### src/rtl/rsfs_pkg.sv
// Shared constants, result codes and unit status type for the square factor search.
package rsfs_pkg;

  localparam int RADICAND_BITS_DEF = 31;
  localparam int KIND_W            = 2;
  localparam int FACTOR_W          = 16;
  localparam int MAX_RESULTS       = 64;

  localparam logic [KIND_W-1:0] KIND_EXACT = 2'd0;
  localparam logic [KIND_W-1:0] KIND_PAIR  = 2'd1;
  localparam logic [KIND_W-1:0] KIND_NONE  = 2'd2;

  typedef struct packed {
    logic done;
    logic zero;
  } rsfs_stat_t;

endpackage

### src/rtl/rsfs_isqrt.sv
// Digit-serial integer square root, two radicand bits per cycle.
module rsfs_isqrt #(
  parameter int W = rsfs_pkg::RADICAND_BITS_DEF
) (
  input  logic                     clk,
  input  logic                     rst_n,
  input  logic                     start,
  input  logic [W-1:0]             n,
  output logic [(W+1)/2-1:0]       root,
  output rsfs_pkg::rsfs_stat_t     stat
);
  import rsfs_pkg::*;

  localparam int H  = (W + 1) / 2;
  localparam int PW = 2 * H;
  localparam int CW = $clog2(H + 1);

  logic [PW-1:0] x_r, x_nxt;
  logic [H:0]    rem_r, rem_nxt;
  logic [H-1:0]  root_r, root_nxt;
  logic [CW-1:0] cnt_r, cnt_nxt;
  logic          busy_r, busy_nxt;
  logic          done_r, done_nxt;
  logic [H+2:0]  rsh;
  logic [H+2:0]  trial;
  logic [H+2:0]  diff;
  logic          ge;

  assign rsh   = {rem_r, x_r[PW-1:PW-2]};
  assign trial = {1'b0, root_r, 2'b01};
  assign diff  = rsh - trial;
  assign ge    = (rsh >= trial);

  always_comb begin
    x_nxt    = x_r;
    rem_nxt  = rem_r;
    root_nxt = root_r;
    cnt_nxt  = cnt_r;
    busy_nxt = busy_r;
    done_nxt = 1'b0;
    if (start) begin
      x_nxt    = PW'(n);
      rem_nxt  = '0;
      root_nxt = '0;
      cnt_nxt  = CW'(H);
      busy_nxt = 1'b1;
    end else if (busy_r) begin
      x_nxt    = {x_r[PW-3:0], 2'b00};
      rem_nxt  = ge ? diff[H:0] : rsh[H:0];
      root_nxt = {root_r[H-2:0], ge};
      cnt_nxt  = cnt_r - CW'(1);
      if (cnt_r == CW'(1)) begin
        busy_nxt = 1'b0;
        done_nxt = 1'b1;
      end
    end
  end

  always_ff @(posedge clk) begin
    if (!rst_n) begin
      busy_r <= 1'b0;
      done_r <= 1'b0;
      cnt_r  <= '0;
    end else begin
      busy_r <= busy_nxt;
      done_r <= done_nxt;
      cnt_r  <= cnt_nxt;
    end
  end

  always_ff @(posedge clk) begin
    x_r    <= x_nxt;
    rem_r  <= rem_nxt;
    root_r <= root_nxt;
  end

  assign root      = root_r;
  assign stat.done = done_r;
  assign stat.zero = (rem_r == '0);

endmodule

### src/rtl/rsfs_div.sv
// Bit-serial restoring divider, one quotient bit per cycle.
module rsfs_div #(
  parameter int W = rsfs_pkg::RADICAND_BITS_DEF
) (
  input  logic                 clk,
  input  logic                 rst_n,
  input  logic                 start,
  input  logic [W-1:0]         dividend,
  input  logic [W-1:0]         divisor,
  output logic [W-1:0]         quot,
  output rsfs_pkg::rsfs_stat_t stat
);
  import rsfs_pkg::*;

  localparam int CW = $clog2(W + 1);

  logic [W-1:0]  q_r, q_nxt;
  logic [W-1:0]  r_r, r_nxt;
  logic [W-1:0]  d_r, d_nxt;
  logic [CW-1:0] cnt_r, cnt_nxt;
  logic          busy_r, busy_nxt;
  logic          done_r, done_nxt;
  logic [W:0]    rsh;
  logic [W:0]    diff;
  logic          ge;

  assign rsh  = {r_r, q_r[W-1]};
  assign diff = rsh - {1'b0, d_r};
  assign ge   = (rsh >= {1'b0, d_r});

  always_comb begin
    q_nxt    = q_r;
    r_nxt    = r_r;
    d_nxt    = d_r;
    cnt_nxt  = cnt_r;
    busy_nxt = busy_r;
    done_nxt = 1'b0;
    if (start) begin
      q_nxt    = dividend;
      r_nxt    = '0;
      d_nxt    = divisor;
      cnt_nxt  = CW'(W);
      busy_nxt = 1'b1;
    end else if (busy_r) begin
      q_nxt   = {q_r[W-2:0], ge};
      r_nxt   = ge ? diff[W-1:0] : rsh[W-1:0];
      cnt_nxt = cnt_r - CW'(1);
      if (cnt_r == CW'(1)) begin
        busy_nxt = 1'b0;
        done_nxt = 1'b1;
      end
    end
  end

  always_ff @(posedge clk) begin
    if (!rst_n) begin
      busy_r <= 1'b0;
      done_r <= 1'b0;
      cnt_r  <= '0;
    end else begin
      busy_r <= busy_nxt;
      done_r <= done_nxt;
      cnt_r  <= cnt_nxt;
    end
  end

  always_ff @(posedge clk) begin
    q_r <= q_nxt;
    r_r <= r_nxt;
    d_r <= d_nxt;
  end

  assign quot      = q_r;
  assign stat.done = done_r;
  assign stat.zero = (r_r == '0);

endmodule

### src/rtl/radical_square_factor_search.sv
// Top level: square-divisor search for simplifying a square root.
//
//   channel | ports                                        | dir
//   in      | in_valid, in_ready, in_radicand              | input beat
//   out     | out_valid, out_ready, out_kind, out_factor,  | result beat
//           | out_rest, out_last                           |
//
// One radicand at a time. Bit-pair square root first; then each candidate k
// from 2 to isqrt(n) is tried in turn in the bit-serial divider.
// Reset is synchronous, active low; nothing needs clearing afterwards.
// A found pair waits in a hold register; the search stalls only while the
// output register is full and a newer pair must push the held one out.
module radical_square_factor_search #(
  parameter int RADICAND_BITS = rsfs_pkg::RADICAND_BITS_DEF
) (
  input  logic                          clk,
  input  logic                          rst_n,
  input  logic                          in_valid,
  output logic                          in_ready,
  input  logic [RADICAND_BITS-1:0]      in_radicand,
  output logic                          out_valid,
  input  logic                          out_ready,
  output logic [rsfs_pkg::KIND_W-1:0]   out_kind,
  output logic [rsfs_pkg::FACTOR_W-1:0] out_factor,
  output logic [RADICAND_BITS-1:0]      out_rest,
  output logic                          out_last
);
  import rsfs_pkg::*;

  localparam int W     = RADICAND_BITS;
  localparam int H     = (W + 1) / 2;
  localparam int CNT_W = $clog2(MAX_RESULTS + 1);

  localparam logic [2:0] S_IDLE  = 3'd0;
  localparam logic [2:0] S_SQRT  = 3'd1;
  localparam logic [2:0] S_DIV   = 3'd2;
  localparam logic [2:0] S_PAIR  = 3'd3;
  localparam logic [2:0] S_FINAL = 3'd4;

  logic [2:0]          state_r, state_nxt;
  logic [W-1:0]        n_r, n_nxt;
  logic [H-1:0]        s_r, s_nxt;
  logic [H-1:0]        k_r, k_nxt;
  logic [W-1:0]        sq_r, sq_nxt;
  logic [CNT_W-1:0]    cnt_r, cnt_nxt;
  logic                div_go_r, div_go_nxt;
  logic [KIND_W-1:0]   hold_kind_r, hold_kind_nxt;
  logic [FACTOR_W-1:0] hold_factor_r, hold_factor_nxt;
  logic [W-1:0]        hold_rest_r, hold_rest_nxt;
  logic                out_valid_r, out_valid_nxt;
  logic [KIND_W-1:0]   out_kind_r, out_kind_nxt;
  logic [FACTOR_W-1:0] out_factor_r, out_factor_nxt;
  logic [W-1:0]        out_rest_r, out_rest_nxt;
  logic                out_last_r, out_last_nxt;

  logic                in_acc;
  logic                can_push;
  logic                push;
  logic                push_last;
  logic                k_end;
  logic [CNT_W-1:0]    cnt_inc;
  logic                sqrt_start;
  logic [H-1:0]        sq_root;
  rsfs_stat_t          sq_st;
  logic [W-1:0]        quot;
  rsfs_stat_t          dv_st;

  assign in_ready   = (state_r == S_IDLE);
  assign in_acc     = in_valid && in_ready;
  assign can_push   = !out_valid_r || out_ready;
  assign sqrt_start = in_acc && (in_radicand > W'(1));
  assign k_end      = (k_r == s_r);
  assign cnt_inc    = cnt_r + CNT_W'(1);

  rsfs_isqrt #(.W(W)) u_isqrt (
    .clk   (clk),
    .rst_n (rst_n),
    .start (sqrt_start),
    .n     (in_radicand),
    .root  (sq_root),
    .stat  (sq_st)
  );

  rsfs_div #(.W(W)) u_div (
    .clk      (clk),
    .rst_n    (rst_n),
    .start    (div_go_r),
    .dividend (n_r),
    .divisor  (sq_r),
    .quot     (quot),
    .stat     (dv_st)
  );

  always_comb begin
    state_nxt       = state_r;
    n_nxt           = n_r;
    s_nxt           = s_r;
    k_nxt           = k_r;
    sq_nxt          = sq_r;
    cnt_nxt         = cnt_r;
    div_go_nxt      = 1'b0;
    hold_kind_nxt   = hold_kind_r;
    hold_factor_nxt = hold_factor_r;
    hold_rest_nxt   = hold_rest_r;
    push            = 1'b0;
    push_last       = 1'b0;
    case (state_r)
      S_IDLE: begin
        if (in_acc) begin
          n_nxt = in_radicand;
          if (in_radicand <= W'(1)) begin
            hold_kind_nxt   = KIND_EXACT;
            hold_factor_nxt = FACTOR_W'(in_radicand);
            hold_rest_nxt   = '0;
            state_nxt       = S_FINAL;
          end else begin
            state_nxt = S_SQRT;
          end
        end
      end
      S_SQRT: begin
        if (sq_st.done) begin
          if (sq_st.zero) begin
            hold_kind_nxt   = KIND_EXACT;
            hold_factor_nxt = FACTOR_W'(sq_root);
            hold_rest_nxt   = '0;
            state_nxt       = S_FINAL;
          end else if (sq_root < H'(2)) begin
            hold_kind_nxt   = KIND_NONE;
            hold_factor_nxt = '0;
            hold_rest_nxt   = '0;
            state_nxt       = S_FINAL;
          end else begin
            s_nxt      = sq_root;
            k_nxt      = H'(2);
            sq_nxt     = W'(4);
            cnt_nxt    = '0;
            div_go_nxt = 1'b1;
            state_nxt  = S_DIV;
          end
        end
      end
      S_DIV: begin
        if (dv_st.done) begin
          if (dv_st.zero && (cnt_r != '0)) begin
            state_nxt = S_PAIR;
          end else begin
            if (dv_st.zero) begin
              hold_kind_nxt   = KIND_PAIR;
              hold_factor_nxt = FACTOR_W'(k_r);
              hold_rest_nxt   = quot;
              cnt_nxt         = cnt_inc;
            end
            if (k_end || (dv_st.zero && (cnt_inc == CNT_W'(MAX_RESULTS)))) begin
              if (!dv_st.zero && (cnt_r == '0)) begin
                hold_kind_nxt   = KIND_NONE;
                hold_factor_nxt = '0;
                hold_rest_nxt   = '0;
              end
              state_nxt = S_FINAL;
            end else begin
              k_nxt      = k_r + H'(1);
              sq_nxt     = sq_r + W'({k_r, 1'b1});
              div_go_nxt = 1'b1;
            end
          end
        end
      end
      S_PAIR: begin
        if (can_push) begin
          push            = 1'b1;
          hold_kind_nxt   = KIND_PAIR;
          hold_factor_nxt = FACTOR_W'(k_r);
          hold_rest_nxt   = quot;
          cnt_nxt         = cnt_inc;
          if (k_end || (cnt_inc == CNT_W'(MAX_RESULTS))) begin
            state_nxt = S_FINAL;
          end else begin
            k_nxt      = k_r + H'(1);
            sq_nxt     = sq_r + W'({k_r, 1'b1});
            div_go_nxt = 1'b1;
            state_nxt  = S_DIV;
          end
        end
      end
      S_FINAL: begin
        if (can_push) begin
          push      = 1'b1;
          push_last = 1'b1;
          state_nxt = S_IDLE;
        end
      end
      default: begin
        state_nxt = S_IDLE;
      end
    endcase
  end

  always_comb begin
    out_valid_nxt  = out_valid_r;
    out_kind_nxt   = out_kind_r;
    out_factor_nxt = out_factor_r;
    out_rest_nxt   = out_rest_r;
    out_last_nxt   = out_last_r;
    if (push) begin
      out_valid_nxt  = 1'b1;
      out_kind_nxt   = hold_kind_r;
      out_factor_nxt = hold_factor_r;
      out_rest_nxt   = hold_rest_r;
      out_last_nxt   = push_last;
    end else if (out_ready) begin
      out_valid_nxt = 1'b0;
    end
  end

  always_ff @(posedge clk) begin
    if (!rst_n) begin
      state_r     <= S_IDLE;
      cnt_r       <= '0;
      div_go_r    <= 1'b0;
      out_valid_r <= 1'b0;
    end else begin
      state_r     <= state_nxt;
      cnt_r       <= cnt_nxt;
      div_go_r    <= div_go_nxt;
      out_valid_r <= out_valid_nxt;
    end
  end

  always_ff @(posedge clk) begin
    n_r           <= n_nxt;
    s_r           <= s_nxt;
    k_r           <= k_nxt;
    sq_r          <= sq_nxt;
    hold_kind_r   <= hold_kind_nxt;
    hold_factor_r <= hold_factor_nxt;
    hold_rest_r   <= hold_rest_nxt;
    out_kind_r    <= out_kind_nxt;
    out_factor_r  <= out_factor_nxt;
    out_rest_r    <= out_rest_nxt;
    out_last_r    <= out_last_nxt;
  end

  assign out_valid  = out_valid_r;
  assign out_kind   = out_kind_r;
  assign out_factor = out_factor_r;
  assign out_rest   = out_rest_r;
  assign out_last   = out_last_r;

  a_kind_legal: assert property (@(posedge clk) disable iff (!rst_n)
    out_valid |-> (out_kind == KIND_EXACT || out_kind == KIND_PAIR || out_kind == KIND_NONE))
    else $error("illegal result kind");

  a_single_last: assert property (@(posedge clk) disable iff (!rst_n)
    out_valid && (out_kind != KIND_PAIR) |-> out_last)
    else $error("exact or none beat without last");

  a_pair_sane: assert property (@(posedge clk) disable iff (!rst_n)
    out_valid && (out_kind == KIND_PAIR) |-> (out_rest != '0) && (out_factor > FACTOR_W'(1)))
    else $error("bad factored pair");

  a_cnt_bound: assert property (@(posedge clk) disable iff (!rst_n)
    cnt_r <= CNT_W'(MAX_RESULTS))
    else $error("pair count past limit");

  a_sqrt_done_state: assert property (@(posedge clk) disable iff (!rst_n)
    sq_st.done |-> (state_r == S_SQRT))
    else $error("root done outside root phase");

endmodule

### config.mk
export PLATFORM = sky130hd
export DESIGN_NAME = radical_square_factor_search
export DESIGN_NICKNAME = d
export VERILOG_FILES = /design/src/rtl/rsfs_pkg.sv /design/src/rtl/rsfs_isqrt.sv /design/src/rtl/rsfs_div.sv /design/src/rtl/radical_square_factor_search.sv
export SDC_FILE = /design/constraint.sdc
export NUM_CORES = 1
export LEC_CHECK = 0
export ABC_CLOCK_PERIOD_IN_PS = 10200
export BUFFER_PORTS_ARGS = -buffer_cell sky130_fd_sc_hd__buf_2
export CORE_MARGIN = 1.5
export CORE_UTILIZATION = 28
export DETAILED_ROUTE_END_ITERATION = 6
export PLACE_DENSITY = 0.42
export SYNTH_ARGS = -nofsm -noshare
export SYNTH_HDL_FRONTEND = slang
export SYNTH_SLANG_ARGS = --single-unit
### constraint.sdc
create_clock -name clk -period 10.2 [get_ports clk]
set_clock_uncertainty 0.1 [all_clocks]
set_input_delay 0 -clock clk [delete_from_list [all_inputs] [get_ports clk]]
set_output_delay 0 -clock clk [all_outputs]
set_load 0.01 [all_outputs]
# Word level (Yosys, flattened, before mapping)
# Cells that the tools add are included.
classes:
  addsub: 7
  magnitude_cmp: 5
  n_eq_ne: 22
  mux: 105
  bitwise: 5
  n_reduce_logical: 30
ops:
  columns: ["op", "count"]
  rows:
  - ["2-to-1 mux 31 bit", 24]
  - ["2-to-1 mux 16 bit", 19]
  - ["one-hot mux 31 bit (4 select lines)", 1]
  - ["one-hot mux 31 bit (3 select lines)", 1]
  - ["one-hot mux 16 bit (4 select lines)", 1]
  - ["2-to-1 mux 7 bit", 7]
  - ["one-hot mux 16 bit (3 select lines)", 1]
  - ["2-to-1 mux 3 bit", 11]
  - [">= comparator 32 x 31 -> 1 bit", 1]
  - ["adder 31 x 17 -> 31 bit", 1]
  - ["greater-than comparator 31 x 1 -> 1 bit (second input constant)", 1]
  - ["<= comparator 31 x 1 -> 1 bit (second input constant)", 1]
  - ["logical NOT 31 bit", 1]
  - ["subtractor 31 bit", 1]
  - ["2-to-1 mux 2 bit", 11]
  - ["one-hot mux 7 bit (3 select lines)", 1]
  - ["2-to-1 mux 1 bit", 20]
  - ["2-to-1 mux 5 bit", 4]
  - [">= comparator 19 x 18 -> 1 bit", 1]
  - ["logical NOT 17 bit", 1]
  - ["2-to-1 mux 17 bit", 1]
  - ["subtractor 17 bit", 1]
  - ["adder 16 x 1 -> 16 bit (second input constant)", 1]
  - ["equality test 16 bit", 1]
  - ["31 further kinds", 61]
totals:
  regBits: 377
  out_inout_bits: 52
  wordCells: 203

# Depth between registers and ports, before layout
logic_depth:
  ltp_word: 8
  ltp_mapped: 13
  mapped_depth_nobuf: 11

# Hierarchy
# From an unflattened synthesis, not the netlist that was laid out.
hier_totals:
  hier_cells: 1824
  hier_area_um2: 19856.5
modules_own_cells:
  columns: ["module", "instances", "cells_each", "area_per_inst_um2"]
  rows:
  - ["radical_square_factor_search", 1, 821, 9846.9]
  - ["rsfs_div", 1, 615, 6073.3]
  - ["rsfs_isqrt", 1, 388, 3936.3]

# Worst setup path after synthesis
# No wires, ideal clock.
synth_timing:
  path_type: "register to register"
  start: "register state_r[2]"
  end: "register hold_factor_r[0] (enable)"
  setup_ps: 718
  arrival_time_ps: 8821
  t_required_ps: 9382
  setup_slack_ps: 561
  stages_incl_launch_ff: 7
  path_buffers: 2
  synth_period_minus_slack_ps: 9639
  path_cell_list: "dfxtp_1 -> clkbuf_1 -> inv_1 -> nand2_1 -> clkbuf_1 -> o31ai_1 -> a2111oi_0"
synth_between:
  elab_chain_cells: 4
  elab_cells_between_ends: 14
  classes_between: "10 x eq/ne; 4 x reduce/logical"
synth_rtl:
  columns: ["item", "line", "source"]
  rows:
  - ["start: declaration", "radical_square_factor_search.sv:40", "logic [2:0] state_r, state_nxt;"]
  - ["start signal: assignment", "radical_square_factor_search.sv:223", "state_r <= state_nxt;"]
  - ["logical NOT 3 bit", "radical_square_factor_search.sv:68, radical_square_factor_search.sv:107", null]
  - ["logical AND 1 bit", "radical_square_factor_search.sv:69", "assign in_acc = in_valid && in_ready;"]
  - ["inequality test 2 x 1 -> 1 bit (no source line)", null, null]
  - ["AND reduction 8 bit (no source line) (*)", null, null]
  - ["end signal: assignment", "radical_square_factor_search.sv:236", "hold_factor_r <= hold_factor_nxt;"]
  - ["end: declaration", "radical_square_factor_search.sv:48", "logic [FACTOR_W-1:0] hold_factor_r, hold_factor_nxt;"]
# Every way passes the cells marked *; elsewhere a longest branch is shown, timed or not.
# A chain may end at the register's enable or synchronous reset.

# Worst setup path after layout
layout_timing:
  start: "register u_isqrt.root_r[10], in the netlist u_isqrt.root[10]"
  end: "register u_isqrt.rem_r[1]"
layout_between:
  elab_chain_cells: 2
layout_rtl:
  columns: ["item", "line", "source"]
  rows:
  - ["start: declaration", "rsfs_isqrt.sv:20", "logic [H-1:0] root_r, root_nxt;"]
  - ["start signal: assignment", "rsfs_isqrt.sv:74", "root_r <= root_nxt;"]
  - [">= comparator 19 x 18 -> 1 bit", "rsfs_isqrt.sv:32", "assign ge = (rsh >= trial);"]
  - ["2-to-1 mux 17 bit", "rsfs_isqrt.sv:49", "rem_nxt = ge ? diff[H:0] : rsh[H:0];"]
  - ["end signal: assignment", "rsfs_isqrt.sv:73", "rem_r <= rem_nxt;"]
  - ["end: declaration", "rsfs_isqrt.sv:19", "logic [H:0] rem_r, rem_nxt;"]
# No other way between the ends.

==> metrics.cfg <==
[job]
timing.max_cap.violations = 0

[global_route]
track_usage_pct = 15.1
grt_max_degree = 62
grt_pass1_wl_um = 81800
grt_pass1_vias = 13400
antenna_found_initial = 1
grt_overflow = 0

[final_layout]
final_util_pct = 33.0
finalNonFillerCells = 2740
drive_above_1_share_pct = 14.0
area_delta_synth_final_pct = 16.8
diodes = 0
postLayoutCellArea_um2 = 22200
fin_nets = 1939
nFillCells = 6772

[clock_tree]
clk_path_buf_depth = 3
cts_resized = 0
postCtsHoldBufs = 34
clk_latency_ps = 580
cts_buffers = 45
tritoncts = yes
post_cts_buffers = 0
cts_max_level = 2
clkTransAtPathRegs_ps = 60
cts.sinks = 377
cts_root_buffer = clkbuf_16

[worst_setup_path]
cp_data_required_time_ps = 10600
cpPeakStageDelay_ps = 1000
crit_family = compound AO/OA/AOI/OAI gates
arrival_ps = 4010
worstPathCellList = inv_1, ha_1, a21oi_1, o21ai_0, a21o_1, nor2b_1, a2111oi_0, o31a_1, mux2_2, o22ai_1
crit_cells = 10
worst-path-buf-inv = 1
r2r_start = u_isqrt.root[10]
slowest_stage = o31a_1
crit_end = u_isqrt.rem_r[1]
crit_fanout = 21
reg2regPathDepth = 10
startpoint_type = flip-flop
critPathCaptureType = flip-flop
rr_endpoint = u_isqrt.rem_r[1]
crit_start = u_isqrt.root[10]
worstSetupPathType = flip-flop to flip-flop
ff2ff_setup_slack_ps = 6590

[die]
core_area_um2 = 67200
die_y_um = 263
start_util_pct = 28.3
ios = 87
die_area_um2 = 69400
die_width_um = 263
rows = 95

[route]
drtIter0Drc = 1130
num_vias = 13500
via_per_inst = 4.92
drc = 0
drtPass1Iterations = 5
totalWireLength_um = 52300
drtAntennaViolNets = 0
avgRoutedWirePerCell_um = 19.1

[placement]
numPortBuffers = 86
dpl_worst_slack_ps = 6530
routabilityCongestion = 0.809
place_inst = 2621
hpwl_um = 36700
place_area_um2 = 20300

[timing]
tightest_slew_ps = 1190
whs_ps = 72.9
setup_viol = 0
slew_viol_final = 0
slew_headroom_pct = 20.6
fin_crit_ps = 3610
timing.final.crit_share_pct = 35.4
finalHoldViolCount = 0
rsz0062_at_grt = no
max_freq_mhz = 277
fin_ws_ps = 6590
tns_ps = 0

[synthesis]
ys_seq_elements = 377
yosysWarnings = 0
syn_area_um2 = 19000
seq_area_frac_synth_pct = 54.8
syn-num-nets = 1837
syn_area_per_cell_um2 = 11.0
async_reset_ff_share_pct = 0
ys.flop_type = edfxtp_1
synth.distinct_cells = 75
syn_inst = 1728
synth_edf_count = 286

[min_path]
hp-class = input port to flip-flop

[pwr]
p_per_area_nw_per_um2 = 216
power.leakage_nw = 8.18
power.total_mw = 4.80
peakVddDrop_uv = 145

[run_status]
status = finished clean

-- cells in the final DEF (no fill, tap or decap), types with 7 or more instances in the layout --
| master | instances |
|---|---|
| and3_1 | 19 |
| xnor2_1 | 35 |
| dfxtp_1 | 88 |
| o21bai_1 | 8 |
| nor2b_1 | 15 |
| nand3_1 | 39 |
| nand2_1 | 202 |
| a311oi_2 | 11 |
| a21o_1 | 25 |
| a31oi_1 | 14 |
| nor2_1 | 114 |
| or4_1 | 7 |
| clkbuf_1 | 7 |
| a311oi_1 | 11 |
| o21a_1 | 19 |
| clkinv_2 | 10 |
| o31ai_1 | 7 |
| and2_1 | 18 |
| a21oi_1 | 84 |
| or2_2 | 8 |
| inv_1 | 90 |
| o21ai_0 | 81 |
| buf_2 | 87 |
| nand4_1 | 23 |
| a22o_1 | 32 |
| nor4_1 | 28 |
| edfxtp_1 | 286 |
| xor2_1 | 44 |
| o211ai_1 | 13 |
| buf_4 | 21 |
| dlygate4sd3_1 | 34 |
| or3_1 | 15 |
| a222oi_1 | 16 |
| nand2b_1 | 10 |
| mux2_2 | 33 |
| nor3_1 | 28 |
| mux2i_1 | 51 |
| clkbuf_16 | 45 |
| ha_1 | 72 |
-- how the worst min path moves through the flow --
stage / to / slack (ps) / from / cells after the start
floorplan: n_r[0] / -1 / in_radicand[0] / 0
finish: n_r[21] / 70 / in_radicand[21] / 2
global route: n_r[21] / 60 / in_radicand[21] / 2
detailed placement: n_r[21] / 110 / in_radicand[21] / 1
CTS: n_r[21] / 50 / in_radicand[21] / 2
global placement: n_r[21] / 110 / in_radicand[21] / 1
-- synthesized netlist by cell type, drive strengths merged (23+ instances only) --
cell	number	area [um2]
clkbuf	71	267
a21oi	87	447
inv	90	338
mux2i	51	510
nand3	39	195
a21o	25	188
xnor2	35	307
nand4	23	144
dfxtp	91	1820
o21ai	89	449
nand2	203	769
ha	72	901
a22o	32	280
nor3	28	140
edfxtp	286	8590
nor4	28	175
mux2	33	372
nor2	118	443
xor2	44	385
-- cells by family after synthesis --
| kind of cell | Yosys count | synth area share, % |
|---|---|---|
| XOR/XNOR | 79 | 3.64 |
| AO/OA/AOI/OAI | 388 | 14.4 |
| multiplexers | 85 | 4.76 |
| adder cells (fa/ha/maj) | 74 | 4.95 |
| flip-flops | 377 | 54.8 |
| buffers and inverters | 177 | 3.78 |
| AND/OR/NAND/NOR | 548 | 13.6 |
-- layer usage --
metal / share of wire, % / GRT usage (%) / vias up
li1: - / - / 6622
met1: 50 / 21.9 / 6528
met2: 44 / 23.2 / 255
met3: 3.8 / 2.03 / 63
met4: 2.2 / 4.33 / 0
met5: 0 / 0 / -
-- flip-flops by register name, summed over array words and instances (netlist names), 31 cells and up --
register / count
u_isqrt.x_r: 32
hold_rest_r: 31
n_r: 31
out_rest: 31
sq_r: 31
u_div.d_r: 31
u_div.quot: 31
u_div.r_r: 31
-- report_power, final --
group          internal (mW)  total, mW  leakage (nW)  switching (mW)
sequential              1.93       2.07          3.33           0.143
clock                  0.949       1.62         0.727           0.672
combinational          0.447       1.11          4.13           0.661
-- final cells by class --
class	instances	area (um2)	share of cell area [%]
inverter	90	338	1.52
clock inverter	28	279	1.26
tap	873	1090	4.92
sequential	377	10400	47.0
clock buffer	56	1210	5.44
timing repair buffer	142	933	4.21
multi-input combinational	1174	7920	35.7
-- worst register-to-register path, stage by stage, from the launching register on --
cell	delay [ps]
dfxtp_1	430
inv_1	80
ha_1	400
a21oi_1	200
o21ai_0	90
a21o_1	220
nor2b_1	140
a2111oi_0	360
o31a_1	1000
mux2_2	430
o22ai_1	110
Power figures use the tool's default switching activity.
